**src/rtl/lfukvc_pkg.sv**
```systemverilog
// shared types and constants for the lfu key/value cache
`timescale 1ns / 1ps

package lfukvc_pkg;

    localparam int unsigned CFG_BITS  = 5;
    localparam logic [CFG_BITS-1:0] CAP_RESET = 5'd16;

    localparam logic KIND_GET = 1'b0;
    localparam logic KIND_PUT = 1'b1;

    // controller states, one-hot
    typedef enum logic [3:0] {
        S_IDLE   = 4'b0001,
        S_SCAN   = 4'b0010,
        S_DRAIN  = 4'b0100,
        S_COMMIT = 4'b1000
    } t_state;

    // controller to datapath
    typedef struct packed {
        logic load;     // latch the request and clear the scan trackers
        logic rd_en;    // read one entry at the scan address
        logic commit;   // write back, update flags and present the result
    } t_dp_cmd;

    // datapath to controller
    typedef struct packed {
        logic out_free; // result register can take a new result this cycle
    } t_dp_status;

endpackage

```
**src/rtl/lfukvc_ram.sv**
```systemverilog
// generic single write port ram with registered read
`timescale 1ns / 1ps

module lfukvc_ram #(
    parameter int WIDTH = 8,
    parameter int DEPTH = 16
) (
    input  logic                     i_clk,
    input  logic                     i_we,
    input  logic [$clog2(DEPTH)-1:0] i_waddr,
    input  logic [WIDTH-1:0]         i_wdata,
    input  logic                     i_re,
    input  logic [$clog2(DEPTH)-1:0] i_raddr,
    output logic [WIDTH-1:0]         o_rdata
);

    logic [WIDTH-1:0] r_mem [DEPTH];
    logic [WIDTH-1:0] r_rdata;

    always_ff @(posedge i_clk) begin
        if (i_we) begin
            r_mem[i_waddr] <= i_wdata;
        end
        if (i_re) begin
            r_rdata <= r_mem[i_raddr];
        end
    end

    assign o_rdata = r_rdata;

endmodule

```
**src/rtl/lfukvc_dp.sv**
```systemverilog
// datapath: entry ram, valid flags, scan trackers, write-back and result register
`timescale 1ns / 1ps

module lfukvc_dp #(
    parameter int ENTRIES    = 16,
    parameter int KEY_BITS   = 32,
    parameter int VALUE_BITS = 32,
    parameter int COUNT_BITS = 16
) (
    input  logic                              i_clk,
    input  logic                              i_rst_n,
    input  lfukvc_pkg::t_dp_cmd               i_cmd,
    output lfukvc_pkg::t_dp_status            o_status,
    input  logic [$clog2(ENTRIES)-1:0]        i_addr,
    input  logic                              i_cfg_we,
    input  logic [lfukvc_pkg::CFG_BITS-1:0]   i_cfg_data,
    input  logic                              i_kind,
    input  logic [KEY_BITS-1:0]               i_key,
    input  logic signed [VALUE_BITS-1:0]      i_write_value,
    output logic                              o_out_valid,
    input  logic                              i_out_ready,
    output logic                              o_found,
    output logic signed [VALUE_BITS-1:0]      o_read_value,
    output logic                              o_evicted,
    output logic [KEY_BITS-1:0]               o_evicted_key
);

    import lfukvc_pkg::*;

    localparam int AW   = $clog2(ENTRIES);
    localparam int OW   = $clog2(ENTRIES + 1);
    localparam int CMPW = ((OW > CFG_BITS) ? OW : CFG_BITS) + 1;
    localparam int DW   = KEY_BITS + VALUE_BITS + COUNT_BITS;

    // configuration and bookkeeping
    logic [CFG_BITS-1:0]   r_cap;
    logic [OW-1:0]         r_occ;
    logic [ENTRIES-1:0]    r_valid;

    // latched request
    logic                  r_kind;
    logic [KEY_BITS-1:0]   r_key;
    logic [VALUE_BITS-1:0] r_wval;

    // scan pipeline
    logic                  r_data_vld;
    logic [AW-1:0]         r_addr_q;

    // scan trackers
    logic                  r_hit;
    logic [AW-1:0]         r_hit_idx;
    logic [VALUE_BITS-1:0] r_hit_val;
    logic [COUNT_BITS-1:0] r_hit_cnt;
    logic                  r_vic_found;
    logic [AW-1:0]         r_vic_idx;
    logic [KEY_BITS-1:0]   r_vic_key;
    logic [COUNT_BITS-1:0] r_vic_cnt;
    logic                  r_inv_found;
    logic [AW-1:0]         r_inv_idx;

    // result register
    logic                  r_out_valid;
    logic                  r_found;
    logic [VALUE_BITS-1:0] r_read_value;
    logic                  r_evicted;
    logic [KEY_BITS-1:0]   r_evicted_key;

    logic [DW-1:0]         ram_rdata;
    logic [KEY_BITS-1:0]   rd_key;
    logic [VALUE_BITS-1:0] rd_val;
    logic [COUNT_BITS-1:0] rd_cnt;
    logic                  rd_v;
    logic                  vic_better;

    logic [CMPW-1:0]       eff_cap;
    logic                  over_cap;
    logic                  do_evict;
    logic                  do_insert;
    logic [AW-1:0]         slot;
    logic [ENTRIES-1:0]    evict_mask;
    logic [ENTRIES-1:0]    insert_mask;
    logic [COUNT_BITS-1:0] cnt_inc;
    logic                  ram_we;
    logic [AW-1:0]         ram_waddr;
    logic [DW-1:0]         ram_wdata;

    lfukvc_ram #(
        .WIDTH (DW),
        .DEPTH (ENTRIES)
    ) u_ram (
        .i_clk   (i_clk),
        .i_we    (ram_we),
        .i_waddr (ram_waddr),
        .i_wdata (ram_wdata),
        .i_re    (i_cmd.rd_en),
        .i_raddr (i_addr),
        .o_rdata (ram_rdata)
    );

    assign rd_key = ram_rdata[DW-1 -: KEY_BITS];
    assign rd_val = ram_rdata[COUNT_BITS +: VALUE_BITS];
    assign rd_cnt = ram_rdata[COUNT_BITS-1:0];
    assign rd_v   = r_valid[r_addr_q];

    // lowest count wins, ties to the smaller key
    assign vic_better = !r_vic_found || (rd_cnt < r_vic_cnt) ||
                        ((rd_cnt == r_vic_cnt) && (rd_key < r_vic_key));

    always_comb begin
        if (r_cap == '0) begin
            eff_cap = CMPW'(1);
        end else if (CMPW'(r_cap) > CMPW'(ENTRIES)) begin
            eff_cap = CMPW'(ENTRIES);
        end else begin
            eff_cap = CMPW'(r_cap);
        end
    end

    assign over_cap  = CMPW'(r_occ) >= eff_cap;
    assign do_evict  = !r_hit && over_cap && r_vic_found;
    assign do_insert = do_evict || r_inv_found;

    // after an eviction the lowest free slot is the victim or an earlier hole
    always_comb begin
        if (do_evict) begin
            slot = (r_inv_found && (r_inv_idx < r_vic_idx)) ? r_inv_idx : r_vic_idx;
        end else begin
            slot = r_inv_idx;
        end
    end

    assign evict_mask  = do_evict  ? (ENTRIES'(1) << r_vic_idx) : '0;
    assign insert_mask = do_insert ? (ENTRIES'(1) << slot) : '0;

    assign cnt_inc = (r_hit_cnt == '1) ? r_hit_cnt : r_hit_cnt + COUNT_BITS'(1);

    always_comb begin
        ram_we    = 1'b0;
        ram_waddr = slot;
        ram_wdata = {r_key, r_wval, {COUNT_BITS{1'b0}}};
        if (i_cmd.commit) begin
            if (r_hit) begin
                ram_we    = 1'b1;
                ram_waddr = r_hit_idx;
                ram_wdata = {r_key, (r_kind == KIND_PUT) ? r_wval : r_hit_val, cnt_inc};
            end else if (r_kind == KIND_PUT) begin
                ram_we = do_insert;
            end
        end
    end

    always_ff @(posedge i_clk) begin
        if (!i_rst_n) begin
            r_cap       <= CAP_RESET;
            r_occ       <= '0;
            r_valid     <= '0;
            r_data_vld  <= 1'b0;
            r_hit       <= 1'b0;
            r_vic_found <= 1'b0;
            r_inv_found <= 1'b0;
            r_out_valid <= 1'b0;
        end else begin
            if (i_cfg_we) begin
                r_cap <= i_cfg_data;
            end
            r_data_vld <= i_cmd.rd_en;

            if (i_cmd.load) begin
                r_hit       <= 1'b0;
                r_vic_found <= 1'b0;
                r_inv_found <= 1'b0;
            end else if (r_data_vld) begin
                if (rd_v && (rd_key == r_key) && !r_hit) begin
                    r_hit <= 1'b1;
                end
                if (rd_v && vic_better) begin
                    r_vic_found <= 1'b1;
                end
                if (!rd_v && !r_inv_found) begin
                    r_inv_found <= 1'b1;
                end
            end

            if (i_cmd.commit && !r_hit && (r_kind == KIND_PUT)) begin
                // victim cleared first, then the new slot set
                r_valid <= (r_valid & ~evict_mask) | insert_mask;
                if (!do_evict && do_insert) begin
                    r_occ <= r_occ + OW'(1);
                end
            end

            if (i_cmd.commit) begin
                r_out_valid <= 1'b1;
            end else if (i_out_ready) begin
                r_out_valid <= 1'b0;
            end
        end
    end

    // payload registers
    always_ff @(posedge i_clk) begin
        r_addr_q <= i_addr;
        if (i_cmd.load) begin
            r_kind <= i_kind;
            r_key  <= i_key;
            r_wval <= i_write_value;
        end
        if (r_data_vld) begin
            if (rd_v && (rd_key == r_key) && !r_hit) begin
                r_hit_idx <= r_addr_q;
                r_hit_val <= rd_val;
                r_hit_cnt <= rd_cnt;
            end
            if (rd_v && vic_better) begin
                r_vic_idx <= r_addr_q;
                r_vic_key <= rd_key;
                r_vic_cnt <= rd_cnt;
            end
            if (!rd_v && !r_inv_found) begin
                r_inv_idx <= r_addr_q;
            end
        end
        if (i_cmd.commit) begin
            r_found       <= r_hit;
            r_read_value  <= (r_hit && (r_kind == KIND_GET)) ? r_hit_val : '0;
            r_evicted     <= do_evict && (r_kind == KIND_PUT);
            r_evicted_key <= (do_evict && (r_kind == KIND_PUT)) ? r_vic_key : '0;
        end
    end

    assign o_status.out_free = !r_out_valid || i_out_ready;

    assign o_out_valid   = r_out_valid;
    assign o_found       = r_found;
    assign o_read_value  = r_read_value;
    assign o_evicted     = r_evicted;
    assign o_evicted_key = r_evicted_key;

endmodule

```
**src/rtl/lfukvc_ctrl.sv**
```systemverilog
// controller: request handshake and scan sequencing over the entry ram
`timescale 1ns / 1ps

module lfukvc_ctrl #(
    parameter int ENTRIES = 16
) (
    input  logic                         i_clk,
    input  logic                         i_rst_n,
    input  logic                         i_in_valid,
    output logic                         o_in_ready,
    output lfukvc_pkg::t_dp_cmd          o_cmd,
    input  lfukvc_pkg::t_dp_status       i_status,
    output logic [$clog2(ENTRIES)-1:0]   o_addr
);

    import lfukvc_pkg::*;

    localparam int AW = $clog2(ENTRIES);
    localparam logic [AW-1:0] LAST_ADDR = AW'(ENTRIES - 1);

    t_state        r_state;
    t_state        n_state;
    logic [AW-1:0] r_addr;
    logic [AW-1:0] n_addr;

    always_comb begin
        n_state      = r_state;
        n_addr       = r_addr;
        o_in_ready   = 1'b0;
        o_cmd.load   = 1'b0;
        o_cmd.rd_en  = 1'b0;
        o_cmd.commit = 1'b0;
        case (r_state)
            S_IDLE: begin
                o_in_ready = 1'b1;
                if (i_in_valid) begin
                    o_cmd.load = 1'b1;
                    n_addr     = '0;
                    n_state    = S_SCAN;
                end
            end
            S_SCAN: begin
                o_cmd.rd_en = 1'b1;
                if (r_addr == LAST_ADDR) begin
                    n_state = S_DRAIN;
                end else begin
                    n_addr = r_addr + AW'(1);
                end
            end
            // last read data is folded in this cycle
            S_DRAIN: begin
                n_state = S_COMMIT;
            end
            S_COMMIT: begin
                if (i_status.out_free) begin
                    o_cmd.commit = 1'b1;
                    n_state      = S_IDLE;
                end
            end
            default: begin
                n_state = S_IDLE;
            end
        endcase
    end

    always_ff @(posedge i_clk) begin
        if (!i_rst_n) begin
            r_state <= S_IDLE;
            r_addr  <= '0;
        end else begin
            r_state <= n_state;
            r_addr  <= n_addr;
        end
    end

    assign o_addr = r_addr;

endmodule

```
**src/rtl/lfu_key_value_cache.sv**
```systemverilog
// Fully associative key/value cache with least-frequently-used replacement.
//
// Request channel (i_in_valid / o_in_ready) carries i_kind (0 get, 1 put),
// i_key and i_write_value. Each transfer produces exactly one result on the
// result channel (o_out_valid / i_out_ready): o_found, o_read_value,
// o_evicted and o_evicted_key. Capacity is written through i_cfg_we and
// i_cfg_data; the user must write it only while the cache is idle, as the
// block does not enforce this; zero acts as one, values above ENTRIES act as ENTRIES.
// Each request walks every entry of the entry ram through its single read
// port, one entry per cycle, then passes a drain state and write-back; the
// controller returns to idle as the result is registered and only then
// takes the next request, so a new request is not taken before the
// previous one has left write-back.
// Reset clears all valid flags, the occupancy and the result valid flag and
// sets the capacity to 16; no clearing pass is needed.
// A stalled receiver holds the result; a finished request waits in write-back
// until the result register frees up, and a new request can be taken while
// the previous result still waits.
`timescale 1ns / 1ps

module lfu_key_value_cache #(
    parameter int ENTRIES    = 16,
    parameter int KEY_BITS   = 32,
    parameter int VALUE_BITS = 32,
    parameter int COUNT_BITS = 16
) (
    input  logic                              i_clk,
    input  logic                              i_rst_n,
    input  logic                              i_cfg_we,
    input  logic [lfukvc_pkg::CFG_BITS-1:0]   i_cfg_data,
    input  logic                              i_in_valid,
    output logic                              o_in_ready,
    input  logic                              i_kind,
    input  logic [KEY_BITS-1:0]               i_key,
    input  logic signed [VALUE_BITS-1:0]      i_write_value,
    output logic                              o_out_valid,
    input  logic                              i_out_ready,
    output logic                              o_found,
    output logic signed [VALUE_BITS-1:0]      o_read_value,
    output logic                              o_evicted,
    output logic [KEY_BITS-1:0]               o_evicted_key
);

    import lfukvc_pkg::*;

    t_dp_cmd                    cmd;
    t_dp_status                 status;
    logic [$clog2(ENTRIES)-1:0] scan_addr;

    lfukvc_ctrl #(
        .ENTRIES (ENTRIES)
    ) u_ctrl (
        .i_clk      (i_clk),
        .i_rst_n    (i_rst_n),
        .i_in_valid (i_in_valid),
        .o_in_ready (o_in_ready),
        .o_cmd      (cmd),
        .i_status   (status),
        .o_addr     (scan_addr)
    );

    lfukvc_dp #(
        .ENTRIES    (ENTRIES),
        .KEY_BITS   (KEY_BITS),
        .VALUE_BITS (VALUE_BITS),
        .COUNT_BITS (COUNT_BITS)
    ) u_dp (
        .i_clk         (i_clk),
        .i_rst_n       (i_rst_n),
        .i_cmd         (cmd),
        .o_status      (status),
        .i_addr        (scan_addr),
        .i_cfg_we      (i_cfg_we),
        .i_cfg_data    (i_cfg_data),
        .i_kind        (i_kind),
        .i_key         (i_key),
        .i_write_value (i_write_value),
        .o_out_valid   (o_out_valid),
        .i_out_ready   (i_out_ready),
        .o_found       (o_found),
        .o_read_value  (o_read_value),
        .o_evicted     (o_evicted),
        .o_evicted_key (o_evicted_key)
    );

endmodule

```
**config.mk**
```make
export PLATFORM = sky130hd
export DESIGN_NAME = lfu_key_value_cache
export DESIGN_NICKNAME = d
export VERILOG_FILES = /design/src/rtl/lfukvc_pkg.sv /design/src/rtl/lfukvc_ram.sv /design/src/rtl/lfukvc_dp.sv /design/src/rtl/lfukvc_ctrl.sv /design/src/rtl/lfu_key_value_cache.sv
export SDC_FILE = /design/constraint.sdc
export NUM_CORES = 2
export LEC_CHECK = 0
export ABC_AREA = 0
export BUFFER_PORTS_ARGS = -buffer_cell sky130_fd_sc_hd__buf_4
export CAP_MARGIN = 20
export CORE_MARGIN = 4
export CORE_UTILIZATION = 30
export CTS_CLUSTER_DIAMETER = 40
export CTS_CLUSTER_SIZE = 8
export DETAILED_ROUTE_END_ITERATION = 10
export SLEW_MARGIN = 10
export SYNTH_ARGS = -nofsm -noshare
export SYNTH_HDL_FRONTEND = slang
export SYNTH_SLANG_ARGS = --single-unit
```
**constraint.sdc**
```tcl
create_clock -name i_clk -period 16.8 [get_ports i_clk]
set_clock_uncertainty 0.1 [all_clocks]
set_input_delay 0.84 -clock i_clk [delete_from_list [all_inputs] [get_ports i_clk]]
set_output_delay 0.84 -clock i_clk [all_outputs]
set_load 0.03 [all_outputs]
```
# Yosys cells after proc, flatten, opt, wreduce, memory -nomap -nowiden
# Memories as Yosys holds them, arrays and structs flattened. A register that Yosys moved wholly into a read port is not among the register bits.
# Cells that the tools add are included.
[classes]
n_addsub = 3
n_lt_le_gt_ge = 6
n_eq_ne = 12
n_shift = 2
muxes = 34
n_bitwise = 5
reduce_logical = 33
[op_table]
columns = ["op", "n"]
rows = [
  ["two-way mux 48 bit", 2],
  ["two-way mux 16 bit", 3],
  ["two-way mux 4 bit", 9],
  ["== test 32 bit", 1],
  ["< comparator 32 bit", 1],
  ["two-way mux 32 bit", 1],
  ["left shift 1 x 4 -> 16 bit, first input constant", 2],
  ["adder 16 x 1 -> 16 bit, second input constant", 1],
  ["AND 16 bit", 1],
  ["== test 16 bit", 1],
  ["== test 16 bit, second input constant", 1],
  ["< comparator 16 bit", 1],
  ["inverter 16 bit", 1],
  ["bitwise OR 16 bit", 1],
  ["one-hot mux 4 bit (4 select lines)", 1],
  ["two-way mux 1 bit", 14],
  ["logical AND 1 bit", 13],
  ["two-way mux 5 bit", 2],
  ["== test 4 bit, second input constant", 2],
  ["one-hot mux 4 bit (2 select lines)", 1],
  ["AND reduction 2 bit", 4],
  ["logical NOT 1 bit", 6],
  ["inequality test 2 bit, second input constant", 3],
  ["AND reduction 3 bit", 2],
  ["other kinds (16)", 21],
]
[word_totals]
regBits = 282
ramBits = 1280
in_bits = 75
mem_count = 1
[memory_table]
columns = ["memory", "words", "width", "read_ports", "rd_ports_with_merged_regs", "write_ports", "line", "text"]
rows = [
  ["u_dp.u_ram.r_mem", 16, 80, 1, 1, 1, "lfukvc_ram.sv:17", "logic [WIDTH-1:0] r_mem [DEPTH];"],
]

# Longest topological paths before layout
[depth]
word_depth = 12
depth_mapped = 11
depth_no_buf = 10

# By module
# A second synthesis with hierarchy kept.
[unflattened]
hier_cells = 2947
area_unflattened_um2 = 62640.1
[modules_own_cells]
columns = ["mod", "n_inst", "cells_each", "area_each_um2", "seq_area_each_um2"]
rows = [
  ["lfukvc_ram", 1, 2054, 50223.2, 40839.2],
  ["lfukvc_dp", 1, 844, 11980.2, 7877.6],
  ["lfukvc_ctrl", 1, 49, 436.7, 160.2],
]

# Least setup slack after synthesis
# No wires, ideal clock.
[synth_path]
kind = "in2reg"
start = "input i_out_ready"
end = "memory u_dp.u_ram.r_mem[0][0] (netlist bit), enable pin"
setup_time_ns = 0.717
arrival_time_ns = 11.257
path_slack_ns = 4.726
cell_stages = 5
path_buffers = 0
cell_sequence = "nand2b_1 -> and2_1 -> nand2_1 -> a31o_2 -> nor4_1"
[synth_rtl]
columns = ["item", "line", "text"]
rows = [
  ["start, declared", "lfu_key_value_cache.sv:37", "input logic i_out_ready,"],
  ["end, declared", "lfukvc_ram.sv:17", ""],
]

==> reports/qor.yml <==
placed_design:
  port_buffers: 142
  dpl_worst_slack_ps: 10970
  dp_hpwl_microns: 83500
  dp_cells: 5653
  gp_congestion: 0.814
die:
  die_x_microns: 465
  core_area_sq_um: 207000
  io_pins: 143
  initial_utilization_pct: 30.2
  num_rows: 167
  dieArea_sq_um: 216000
  fp.dieH_microns: 465
critical_path:
  worstSetupPathType: "flop to flop"
  crit_path_frequent_cell: "buf_4"
  reg2reg_slack_ps: 11400
  crit_required_ps: 17160
  cp_max_fo: 45
  cp_slowest_stage_delay_ps: 810
  worst_ep_arrival_time_ps: 5770
  cp_slowest_cell: "buf_4"
  cp_top_family: "buffers and inverters"
  crit_path_end_kind: "flop"
  crit_chain: "nor4b_4 -> and2_4 -> buf_4 -> nand2_1 -> a31o_2 -> nor4_2 -> buf_4 -> buf_4"
  cp-start-kind: "flop"
  path_buf_inv: 3
global_routing:
  antenna_found_initial: 13
  grt_pass1_vias: 31258
  grt_pass1_wl_microns: 218000
  gr-total-overflow: 0
  grt.total_usage_pct: 13.6
  grt_max_degree: 137
cts:
  h-tree-depth: 5
  cts_buffers: 285
  cts_root_buffer: "clkbuf_16"
  cts_tree: "done"
  cts_resized: 0
  path_clk_slew_ps: 50
  clock_latency_ps: 900
  cts_buffer_depth: 4
  cts.sinks: 1642
sta:
  fin_ws_ps: 11400
  fin_crit_sh_pct: 32.2
  drv_slew: 0
  fmaxAchievable_mhz: 185
  slew_headroom_pct: 22.9
  final-hold-violation-count: 0
  worst_slew_pin_slew_ps: 1150
  grt_setup_unrepaired: "false"
  fin_tns_setup_ps: 0
  min_period_ps: 5410
  final-setup-viol-count: 0
logic_synthesis:
  synth_top_cell_by_area: "edfxtp_1"
  ys_top_cells_by_area: "edfxtp_1 77%, mux4_2 15%, dfxtp_1 1.4%"
  ys_seq_elements: 1642
  synth_top_area_share_pct: 76.6
  synth_edf_count: 1599
  ys.flop_type: "edfxtp_1"
  yosysWarnings: 0
  synth.yosys.seq_area_share_pct: 77.9
  ys_types: 67
  yosysMostFrequentCell: "edfxtp_1"
  netlist_instances: 2769
  syn_avg_cell_area_sq_um: 22.6
  async_flop_share_pct: 0
  netlist_area_sq_um: 62700
  yosys-top-cells-count: "1599 x edfxtp_1, 404 x mux4_2, 70 x clkbuf_1"
  synth.net_count: 2902
power:
  power_density_nw_per_um2: 132
  p_clk_share_pct: 49.5
  sw_frac_of_total_pct: 20.3
  p_int_uw: 7990
  p_switching_uw: 2040
  ir_drop_uv: 93.8
  power_frac_seq_pct: 46.3
  power_leakage_uw: 0.0231
  power_frac_comb_pct: 4.2
cells_and_area:
  final_cells: 6094
  syn_to_final_growth_pct: 21.4
  drive_gt1_share_pct: 31.4
  nNetsFinal: 3338
run_status:
  outcome: "finished, final reports clean"
detailed_routing:
  finalWirelength_microns: 148000
  wl_met2_microns: 69300
  drc_errors: 0
  ant_nets: 0
  dr.pass1.iters: 5
  drt-met1-wl_microns: 65400
  viasPerCell: 4.89
  avgRoutedWirePerCell_microns: 24.2
  vias: 29821
  drt-initial-drc-count: 3007
  dr_wl_met3_microns: 10200
  highest_layer: "met4"
job:
  maxCapViolCount: 0
worst_hold_path:
  hp-class: "input port to flop"
## per-stage QoR
step	total power (uW)	util [%]	cell area (sq um)	hold WS, ps
5_1_grt	10400	36.7	76100	24.9
6_report	10000	36.7	76100	65.0
3_3_place_gp	5140	32.5	67500	303
2_1_floorplan	4980	-	62700	252
4_1_cts	10200	36.6	76000	3.95
3_5_place_dp	5150	32.5	67500	305
## sequential cells by signal, summed over array words and instances, names as in the netlist, 4 cells and up
name	cells
u_dp.r_hit_idx	4
u_dp.r_key	32
u_dp.o_read_value	32
u_dp.u_ram.r_mem	1280
u_dp.r_hit_val	32
u_dp.r_vic_idx	4
u_dp.r_vic_cnt	16
u_dp.o_evicted_key	32
u_ctrl.o_addr	4
u_ctrl.r_state	4
u_dp.r_addr_q	4
u_dp.u_ram.o_rdata	80
u_dp.r_inv_idx	4
u_dp.r_hit_cnt	16
u_dp.r_occ	5
u_dp.r_wval	32
u_dp.r_vic_key	32
u_dp.r_valid	16
u_dp.r_cap	5
## layer usage
metal  GRT usage, %  vias up
met1           19.4    15926
li1               -    12534
met4           3.69        0
met5              0        -
met2           21.1     1146
met3           2.83      215
## area by class of cell
cell class / count / area (sq um)
diodes: 2 / 5.00
clock buffers: 327 / 7550
clock inverters: 59 / 508
fillers: 18750 / 131000
inverters: 60 / 230
multi-input cells: 951 / 13300
flip-flops and latches: 1642 / 48900
well taps: 2788 / 3490
repair buffers: 265 / 2160
## worst paths after layout
path,start,to,cells past startpoint
max,u_ctrl.r_state[3]$_SDFFE_PN0P_,u_dp.u_ram.r_mem[8][35]$_DFFE_PP_,8
min,i_key[14],u_dp.r_key[14]$_DFFE_PP_,1
max reg2reg,u_ctrl.r_state[3]$_SDFFE_PN0P_,u_dp.u_ram.r_mem[8][35]$_DFFE_PP_,8
min reg2reg,u_dp.u_ram.o_rdata[40]$_DFFE_PP_,u_dp.r_hit_val[24]$_DFFE_PP_,0
## power by group through the flow
stage	logic (uW)	registers [uW]	clock network, uW
floorplan	305	4670	0
global placement	422	4720	0
detailed placement	426	4720	0
CTS	436	4650	5080
global route	462	4650	5280
finish	423	4650	4970
## what timing repair did
action,4_1_cts,5_1_grt
hold buffers,46,0
setup buffers,0,0
hold endpoints to repair,46,0
## worst reg2reg max path, cell delays in order (launching register included)
cell     delay, ps
dfxtp_1        460
nor4b_4        320
and2_4         620
buf_4          730
nand2_1        590
a31o_2         510
nor4_2         260
buf_4          600
buf_4          820
## placed cells by master (no fill, tap or decap), drive strengths merged, types with 7 or more instances in the layout
cell type,Yosys,layout
xor2,23,23
dfxtp,43,43
clkinv,0,45
mux4,404,404
a21oi,27,27
mux2i,9,9
nand3,30,30
nor4,23,23
o211ai,14,14
a31oi,10,10
nor2,31,31
inv,60,65
ha,58,58
edfxtp,1599,1599
and3,7,7
nor2b,13,13
nor3,9,9
o311ai,8,8
clkbuf,70,331
nand4,16,16
o21a,7,7
mux2,37,37
nand2,40,40
xnor2,23,23
and2,68,68
o21ai,31,31
buf,46,215
dlygate4sd3,0,46
## kinds of logic (layout without fill, tap and decap cells)
kind of cell    count (synthesis)  after routing  share of synthesized area, %
buf+inv                       176            711                          1.12
flops                        1642           1642                          77.9
compound gates                138            138                          1.51
other cells                     0              2                             0
xor+xnor                       46             46                         0.642
fa+ha+maj                      58             58                          1.16
mux                           450            450                          15.3
simple gates                  259            259                          2.32
Note: power is estimated with default switching activity, not from simulation.
